## src/design/pdir_pkg.sv

```systemverilog
package pdir_pkg;

  // Default time-difference width and field widths
  localparam int TimeBitsDef = 16;
  localparam int CfgW        = 16;
  localparam int WdW         = 10;
  localparam int CfgIdxW     = 3;

  // Result queue geometry
  localparam int ResDepth = 4;
  localparam int ResPtrW  = $clog2(ResDepth);
  localparam int ResCntW  = $clog2(ResDepth + 1);

  // Register indexes on the config port
  localparam logic [CfgIdxW-1:0] CFG_START_MIN   = 3'd0;
  localparam logic [CfgIdxW-1:0] CFG_START_MAX   = 3'd1;
  localparam logic [CfgIdxW-1:0] CFG_STOP_MIN    = 3'd2;
  localparam logic [CfgIdxW-1:0] CFG_ONE_GAP_MAX = 3'd3;
  localparam logic [CfgIdxW-1:0] CFG_WD_LIMIT    = 3'd4;

  // Register reset values
  localparam logic [CfgW-1:0] START_MIN_RST   = 16'd500;
  localparam logic [CfgW-1:0] START_MAX_RST   = 16'd750;
  localparam logic [CfgW-1:0] STOP_MIN_RST    = 16'd800;
  localparam logic [CfgW-1:0] ONE_GAP_MAX_RST = 16'd200;
  localparam logic [WdW-1:0]  WD_LIMIT_RST    = 10'd651;

  // Full byte bit count
  localparam logic [3:0] FULL_BITS = 4'd8;

  typedef enum logic {
    OP_EDGE = 1'b0,
    OP_TICK = 1'b1
  } op_e;

  typedef enum logic [1:0] {
    KIND_DATA = 2'd0,
    KIND_END  = 2'd1,
    KIND_DROP = 2'd2
  } kind_e;

  // Edge pairing: no edge yet, inside a pulse, inside a gap
  typedef enum logic [2:0] {
    PH_NONE  = 3'b001,
    PH_PULSE = 3'b010,
    PH_GAP   = 3'b100
  } phase_e;

  typedef struct packed {
    logic [CfgW-1:0] start_min;
    logic [CfgW-1:0] start_max;
    logic [CfgW-1:0] stop_min;
    logic [CfgW-1:0] one_gap_max;
    logic [WdW-1:0]  wd_limit;
  } cfg_t;

  typedef struct packed {
    kind_e      kind;
    logic [7:0] data_byte;
    logic [3:0] valid_bits;
    logic       last;
  } result_t;

  // Up to two results per request, first one in r0
  typedef struct packed {
    logic    v0;
    logic    v1;
    result_t r0;
    result_t r1;
  } push_t;

endpackage

```

## src/design/pdir_decoder.sv

```systemverilog
module pdir_decoder import pdir_pkg::*; #(
  parameter int TIME_BITS = TimeBitsDef
) (
  input  logic        clk_i,
  input  logic        rst_ni,
  input  logic        take_i,
  input  op_e         operation_i,
  input  logic [15:0] timestamp_i,
  input  cfg_t        cfg_i,
  output push_t       push_o
);

  localparam int CmpW = (TIME_BITS > CfgW) ? TIME_BITS : CfgW;

  logic                 rx_q, rx_d;
  phase_e               phase_q, phase_d;
  logic [TIME_BITS-1:0] last_q, last_d;
  logic                 wd_run_q, wd_run_d;
  logic [WdW-1:0]       wd_cnt_q, wd_cnt_d;
  logic [2:0]           bitpos_q, bitpos_d;
  logic [7:0]           shift_q, shift_d;

  logic [TIME_BITS-1:0] ts_w, delta_w;
  logic [CmpW-1:0]      delta_x;
  logic [WdW-1:0]       wd_inc;
  logic [7:0]           shift_set;
  logic                 is_start, is_stop;
  push_t                push;

  assign ts_w    = TIME_BITS'(timestamp_i);
  assign delta_w = ts_w - last_q;
  assign delta_x = CmpW'(delta_w);
  assign wd_inc  = wd_cnt_q + WdW'(1);

  assign is_start = !rx_q && (delta_x >= CmpW'(cfg_i.start_min))
                          && (delta_x <= CmpW'(cfg_i.start_max));
  assign is_stop  = rx_q && (delta_x >= CmpW'(cfg_i.stop_min));

  // gap at or below threshold decodes as one
  assign shift_set = (delta_x <= CmpW'(cfg_i.one_gap_max)) ?
                     (shift_q | (8'h80 >> bitpos_q)) : shift_q;

  always_comb begin
    rx_d     = rx_q;
    phase_d  = phase_q;
    last_d   = last_q;
    wd_run_d = wd_run_q;
    wd_cnt_d = wd_cnt_q;
    bitpos_d = bitpos_q;
    shift_d  = shift_q;
    push     = '0;
    push.r0.kind = KIND_DATA;
    push.r1.kind = KIND_DATA;

    if (take_i) begin
      if (operation_i == OP_TICK) begin
        if (wd_run_q) begin
          if (wd_inc >= cfg_i.wd_limit) begin
            wd_run_d = 1'b0;
            wd_cnt_d = '0;
            rx_d     = 1'b0;
            phase_d  = PH_NONE;
            bitpos_d = '0;
            shift_d  = '0;
            if (rx_q) begin
              push.v0      = 1'b1;
              push.r0.kind = KIND_DROP;
              push.r0.last = 1'b1;
            end
          end else begin
            wd_cnt_d = wd_inc;
          end
        end
      end else begin
        last_d = ts_w;
        case (phase_q)
          PH_NONE: begin
            phase_d = PH_PULSE;
          end
          PH_PULSE: begin
            phase_d = PH_GAP;
            if (is_start) begin
              rx_d     = 1'b1;
              wd_run_d = 1'b1;
              wd_cnt_d = '0;
            end else if (is_stop) begin
              wd_run_d = 1'b0;
              wd_cnt_d = '0;
              rx_d     = 1'b0;
              phase_d  = PH_NONE;
              bitpos_d = '0;
              shift_d  = '0;
              if (bitpos_q != 3'd0) begin
                // partial byte first, then frame end
                push.v0            = 1'b1;
                push.r0.kind       = KIND_DATA;
                push.r0.data_byte  = shift_q;
                push.r0.valid_bits = {1'b0, bitpos_q};
                push.v1            = 1'b1;
                push.r1.kind       = KIND_END;
                push.r1.last       = 1'b1;
              end else begin
                push.v0      = 1'b1;
                push.r0.kind = KIND_END;
                push.r0.last = 1'b1;
              end
            end else begin
              wd_run_d = 1'b1;
              wd_cnt_d = '0;
            end
          end
          PH_GAP: begin
            phase_d  = PH_PULSE;
            wd_run_d = 1'b0;
            if (rx_q) begin
              if (bitpos_q == 3'd7) begin
                push.v0            = 1'b1;
                push.r0.kind       = KIND_DATA;
                push.r0.data_byte  = shift_set;
                push.r0.valid_bits = FULL_BITS;
                push.r0.last       = 1'b1;
                bitpos_d           = '0;
                shift_d            = '0;
              end else begin
                bitpos_d = bitpos_q + 3'd1;
                shift_d  = shift_set;
              end
            end
          end
          default: begin
            phase_d = PH_NONE;
          end
        endcase
      end
    end
  end

  assign push_o = push;

  always_ff @(posedge clk_i or negedge rst_ni) begin
    if (!rst_ni) begin
      rx_q     <= 1'b0;
      phase_q  <= PH_NONE;
      last_q   <= '0;
      wd_run_q <= 1'b0;
      wd_cnt_q <= '0;
      bitpos_q <= '0;
      shift_q  <= '0;
    end else begin
      rx_q     <= rx_d;
      phase_q  <= phase_d;
      last_q   <= last_d;
      wd_run_q <= wd_run_d;
      wd_cnt_q <= wd_cnt_d;
      bitpos_q <= bitpos_d;
      shift_q  <= shift_d;
    end
  end

  // receiving always follows a start pulse, so pairing is never cleared then
  a_rx_phase: assert property (@(posedge clk_i) disable iff (!rst_ni)
    rx_q |-> (phase_q != PH_NONE))
    else $error("receiving with edge pairing cleared");

  // a second result only ever follows a partial byte and is the frame end
  a_second_res: assert property (@(posedge clk_i) disable iff (!rst_ni)
    push.v1 |-> (push.v0 && push.r1.kind == KIND_END && push.r1.last
                 && !push.r0.last))
    else $error("bad second result");

endmodule

```

## src/design/pdir_result_fifo.sv

```systemverilog
module pdir_result_fifo import pdir_pkg::*; (
  input  logic    clk_i,
  input  logic    rst_ni,
  input  push_t   push_i,
  output logic    full_o,
  output logic    valid_o,
  input  logic    stall_i,
  output result_t head_o
);

  result_t              mem_q [ResDepth];
  logic [ResPtrW-1:0]   wr_q, rd_q;
  logic [ResCntW-1:0]   cnt_q, cnt_d;
  logic                 pop;
  logic [ResCntW-1:0]   push_n;

  assign valid_o = (cnt_q != '0);
  assign pop     = valid_o && !stall_i;
  assign push_n  = ResCntW'(push_i.v0) + ResCntW'(push_i.v1);
  // room for two results is needed before taking a request
  assign full_o  = (cnt_q > ResCntW'(ResDepth - 2));
  assign cnt_d   = cnt_q + push_n - ResCntW'(pop);
  assign head_o  = mem_q[rd_q];

  always_ff @(posedge clk_i) begin
    if (push_i.v0) mem_q[wr_q] <= push_i.r0;
    if (push_i.v1) mem_q[wr_q + ResPtrW'(1)] <= push_i.r1;
  end

  always_ff @(posedge clk_i or negedge rst_ni) begin
    if (!rst_ni) begin
      wr_q  <= '0;
      rd_q  <= '0;
      cnt_q <= '0;
    end else begin
      wr_q  <= wr_q + ResPtrW'(push_n);
      rd_q  <= rd_q + ResPtrW'(pop);
      cnt_q <= cnt_d;
    end
  end

  a_no_overflow: assert property (@(posedge clk_i) disable iff (!rst_ni)
    (push_n != '0) |-> (cnt_q <= ResCntW'(ResDepth - 2)))
    else $error("result queue overflow");

  a_cnt_range: assert property (@(posedge clk_i) disable iff (!rst_ni)
    cnt_q <= ResCntW'(ResDepth))
    else $error("result count out of range");

endmodule

```

## src/design/pulse_distance_ir_receiver_unit.sv

```systemverilog
// Pulse-distance optical frame receiver.
// Input channel (in_valid_i / in_stall_o): one request per receive-line edge
// (operation_i = edge, timestamp_i = edge time) or per timebase tick.
// Output channel (out_valid_o / out_stall_i): results of kind data byte,
// frame end or frame dropped; last_o marks the final result of a request.
// A request is decoded in the cycle it is taken; its results are registered
// into a four-entry result queue, whose head drives the output.
// Throughput: one request per cycle while the output drains. A stop pulse
// with a partial byte yields two results, which leave the output in turn.
// in_stall_o rises when the queue holds fewer than two free entries, so an
// output stall backs up to the input once three or four results are queued.
// Config writes (cfg_we_i, cfg_index_i, cfg_wdata_i) are registered;
// indexes past the watchdog limit are ignored. Write only while idle.
// Reset empties the queue, returns the receiver to idle with edge pairing
// cleared and watchdog stopped, and loads the default timing windows.
module pulse_distance_ir_receiver_unit import pdir_pkg::*; #(
  parameter int TIME_BITS = TimeBitsDef
) (
  input  logic               clk_i,
  input  logic               rst_ni,
  input  logic               in_valid_i,
  output logic               in_stall_o,
  input  logic               operation_i,
  input  logic [15:0]        timestamp_i,
  output logic               out_valid_o,
  input  logic               out_stall_i,
  output logic [1:0]         kind_o,
  output logic [7:0]         data_byte_o,
  output logic [3:0]         valid_bits_o,
  output logic               last_o,
  input  logic               cfg_we_i,
  input  logic [CfgIdxW-1:0] cfg_index_i,
  input  logic [CfgW-1:0]    cfg_wdata_i
);

  cfg_t    cfg_q;
  push_t   push;
  result_t head;
  logic    full;
  logic    take;

  // request taken when valid and not stalled
  assign in_stall_o = full;
  assign take       = in_valid_i && !full;

  // timing registers
  always_ff @(posedge clk_i or negedge rst_ni) begin
    if (!rst_ni) begin
      cfg_q.start_min   <= START_MIN_RST;
      cfg_q.start_max   <= START_MAX_RST;
      cfg_q.stop_min    <= STOP_MIN_RST;
      cfg_q.one_gap_max <= ONE_GAP_MAX_RST;
      cfg_q.wd_limit    <= WD_LIMIT_RST;
    end else if (cfg_we_i) begin
      case (cfg_index_i)
        CFG_START_MIN:   cfg_q.start_min   <= cfg_wdata_i;
        CFG_START_MAX:   cfg_q.start_max   <= cfg_wdata_i;
        CFG_STOP_MIN:    cfg_q.stop_min    <= cfg_wdata_i;
        CFG_ONE_GAP_MAX: cfg_q.one_gap_max <= cfg_wdata_i;
        CFG_WD_LIMIT:    cfg_q.wd_limit    <= cfg_wdata_i[WdW-1:0];
        default: ;
      endcase
    end
  end

  // edge pairing, bit decode and watchdog
  pdir_decoder #(
    .TIME_BITS(TIME_BITS)
  ) u_decoder (
    .clk_i,
    .rst_ni,
    .take_i      (take),
    .operation_i (op_e'(operation_i)),
    .timestamp_i,
    .cfg_i       (cfg_q),
    .push_o      (push)
  );

  // result queue, parts the input from output stalls
  pdir_result_fifo u_result_fifo (
    .clk_i,
    .rst_ni,
    .push_i  (push),
    .full_o  (full),
    .valid_o (out_valid_o),
    .stall_i (out_stall_i),
    .head_o  (head)
  );

  assign kind_o       = head.kind;
  assign data_byte_o  = head.data_byte;
  assign valid_bits_o = head.valid_bits;
  assign last_o       = head.last;

endmodule
```

## config.mk

```make
export PLATFORM = sky130hd
export DESIGN_NAME = pulse_distance_ir_receiver_unit
export DESIGN_NICKNAME = d
export VERILOG_FILES = /design/src/design/pdir_pkg.sv /design/src/design/pdir_decoder.sv /design/src/design/pdir_result_fifo.sv /design/src/design/pulse_distance_ir_receiver_unit.sv
export SDC_FILE = /design/constraint.sdc
export NUM_CORES = 1
export LEC_CHECK = 0
export BUFFER_PORTS_ARGS = -buffer_cell sky130_fd_sc_hd__buf_2
export CAP_MARGIN = 40
export CORE_MARGIN = 3
export CORE_UTILIZATION = 50
export DETAILED_ROUTE_END_ITERATION = 6
export PLACE_DENSITY = 0.7
export SKIP_LAST_GASP = 1
export SLEW_MARGIN = 20
export SYNTH_ARGS = -nofsm -noshare
export SYNTH_HDL_FRONTEND = slang
export SYNTH_SLANG_ARGS = --single-unit
```

## constraint.sdc

```tcl
create_clock -name clk_i -period 5.1 [get_ports clk_i]
set_input_delay 0.255 -clock clk_i [delete_from_list [all_inputs] [get_ports clk_i]]
set_output_delay 0.255 -clock clk_i [all_outputs]
set_load 0.05 [all_outputs]
```

==> impl_results.md <==
* DIE HEIGHT at 149.6 um
* F_max at slightly above 0.2 GHz
* CTS tree: built
* R2R Path End: u_result_fifo.mem_q[3][9]
* Antenna violations before repair at 0
* Total gr overflow at 0
* Hold Path Origin: timestamp_i[12]
* Initial core utilization at 51.97%
* Design area at ~12000 sq um
* Max-slew headroom at a little under half
* Worst EP required at 5.42 ns
* Leakage at 5.223 nW
* Worst-margin pin slew at 0.7985 ns
* Layout cells sized above 1 at a little over a fifth
* Commonest non-fill, non-tap cells in the layout: nand2_1 (118), inv_1 (111), o21ai_0 (99), ha_1 (99), dfrtp_1 (98)
* Synthesized area at 10310 sq um
* Final WS setup at ~0.25 ns
* Setup repair after global routing missed its margin: true
* Avg Synthesized Cell Area at roughly 9.9 sq um
* Port Buf Inserts at between 50 and 60
* HPWL Detailed at 17.69 mm
* Status: finished clean
* Clock latency on the worst-skew pair at 0.45 ns
* TNS Setup at 0 ns
* Final setup fails at 0
* Clock sink total at 183
* Primary FF master, synth: dfrtp_1
* CTS Buf Count at 17
* Final Skew at 0.01568 ns
* Iter 0 DRT Violations at 530
* EDFF count, synth at 8
* Critical path class: flop to flop
* Synth warn at 0
* Die area at 22390 sq um
* Final hold viol count at 0
* Vias in the first global route at ~7700
* Worst r2r path cells at 20
* Mapped Cells at 1047
* Rows at between 50 and 60
* Largest cells by area after synthesis: dfrtp_1 (24%), ha_1 (12%), dfxtp_1 (10%)
* IO Pins at 58
* Area after DPL at 11190 sq um
* Via Count at 7945
* CTS max path bufs at 2
* DP Worst Slack at -0.1805 ns
* Min Tclk post-route at 4.850 ns
* Post-layout util at between 60% and 70%
* Hold EP: u_decoder.last_q[12]
* Worst VDD drop at 282.1 uV
* Remaining DRCs at 0
* Layout Nets at 1283
* Post-synth top area share at 23.78%
* Clock transition at path regs at 0.08 ns
* Area Overhead vs Synth at 15.66%
* CP Data Arrival Time at 5.17 ns
* First-pass GRT wire length at 40.10 mm
* ANT cells at 0
* Seq/Total Area, Yosys at 42.57%
* Critical path peak fanout at 8
* Hold Path Class: input port to flop
* R2r startpoint: u_decoder.last_q[2]
* Power Density at 572.2 nW/um^2
* Setup crit start kind: flop
* Htree depth at 4
* Commonest non-fill, non-tap cell in the layout: nand2_1
* Routability Congestion at 0.8575
* Hold_ws at 0.03388 ns
* Slack of the worst reg-to-reg path at 0.25 ns
* Max-cap violations at 0
* Slew Limit Fails at 0
* Period utilisation layout at 95.09%
* Crit end category: flop
* Die width at 149.6 um
* Syn Nets at 1192
* Ys async rst share at 67.21%
* Seq cells post-synth at between 150 and 200
* Area leader, netlist: dfrtp_1
* Vias per std cell at 5.611
* Drt first pass iters at 5
* Final antenna-violating net count at 0
* Clk root buf: clkbuf_16
* Total track usage at between 20% and 30%
* WL final at 24.11 mm
* Hold path depth at 3
* Largest net degree at the start of global routing at 44
* Synth cell types at 69
* Core Region at 19850 sq um
* Drt wl/cell at about 17 um
[power by group]
group | switching (W) | leakage (nW) | internal, W
registers | 0.000188 | 1.98 | 0.00175
logic | 0.00199 | 2.94 | 0.00152
clock network | 0.000700 | 0.301 | 0.000679
total | 0.00288 | 5.22 | 0.00395
[layout make-up]
class,instances,area (sq um)
fillers,1653,7916
multi-input cells,715,5463
flip-flops and latches,183,4390
repair buffers,105,689.4
inverters,116,437.9
clock buffers,17,425.4
well taps,265,331.6
clock inverters,15,191.4
[worst max path at each step]
stage / startpoint / to / slack, ns / depth (start not counted)
6_report: u_decoder.last_q[2] / u_result_fifo.mem_q[3][9] / 0.25 / 20
4_1_cts: u_decoder.last_q[1] / u_result_fifo.cnt_q[2] / 0.07 / 24
3_3_place_gp: timestamp_i[1] / u_result_fifo.cnt_q[2] / -0.05 / 24
5_1_grt: u_decoder.last_q[2] / u_result_fifo.mem_q[3][9] / -0.04 / 20
3_5_place_dp: timestamp_i[1] / u_result_fifo.cnt_q[2] / -0.18 / 24
2_1_floorplan: u_decoder.last_q[1] / u_result_fifo.cnt_q[2] / 0.03 / 22
[worst max-delay path, cell delays in order (launching register included)]
cell and delay, ns:
dfrtp_1 0.38, inv_2 0.06, ha_2 0.27, buf_4 0.14
nor2b_2 0.15, o31a_1 0.33, o211ai_1 0.26, a31oi_2 0.16
a21o_1 0.19, a21oi_2 0.16, xnor2_2 0.10, buf_4 0.13
buf_4 0.13, ha_1 0.31, nand4_1 0.19, or4_1 0.62
a21oi_1 0.18, nor4_1 0.10, o21a_1 0.33, a21oi_1 0.38
o2bb2ai_1 0.15
[per-layer routing]
layer  GRT usage [%]  part of all wire, %
met1           32.45                   49
met2           35.86                   46
met3           3.876                  3.9
met4           4.989                  1.2
met5               0                    0
[sequential cells by signal (all words and copies together), names as in the netlist, 3 cells and up]
name,flops
u_decoder.last_q,16
u_decoder.phase_q,3
u_decoder.bitpos_q,3
u_decoder.wd_cnt_q,10
u_decoder.shift_q,8
u_result_fifo.mem_q,60
cfg_q,74
u_result_fifo.cnt_q,3
[synth_stat cells (3+ instances only)]
master     number
a21o_1          9
o21bai_1        4
mux2_2         24
dfxtp_1        52
o32ai_1         4
nor2b_1        10
or4_1           6
or3_1           9
clkbuf_1       23
o31a_1          3
nand2b_1        8
or2_2           4
nand3_1        23
nand2_1       118
o21a_1          8
nor2_1         35
nor4_1          5
xnor2_1        18
o21ai_0        99
nand4_1        12
xor2_1          8
nor3_1         18
dfrtp_1        98
a211oi_2        6
a31oi_1        10
o2bb2ai_1      50
buf_1           4
o22ai_1         3
a21oi_1        42
ha_1          102
and3_1          4
edfxtp_1        8
inv_1         113
a22o_1          3
buf_2           6
a211oi_1        5
dfstp_2        25
o211ai_1        7
mux4_2         15
o31ai_1         4
mux2i_1         8
[kinds of logic after synthesis]
group / share of synthesized area (%)
AO/OA/AOI/OAI: 18.38
AND/OR/NAND/NOR: 11.90
flip-flops: 42.57
buffers and inverters: 5.508
adder cells (fa/ha/maj): 12.76
multiplexers: 6.672
XOR/XNOR: 2.208
[metrics by stage]
step | total power [W] | cells
floorplan | 0.004301 | 1047
global placement | 0.005243 | 1372
detailed placement | 0.005356 | 1380
CTS | 0.006784 | 1413
global route | 0.007433 | 1416
finish | 0.006826 | 1416
[what timing repair did]
action,in CTS,in global routing
endpoints found under the hold margin,28,0
hold buffers,1,0
setup endpoints to repair,2,2
resized for setup,7,14
setup buffers,0,3
pin swaps,4,14
gates cloned,0,0
No activity file was read; power rests on OpenSTA's default activity.
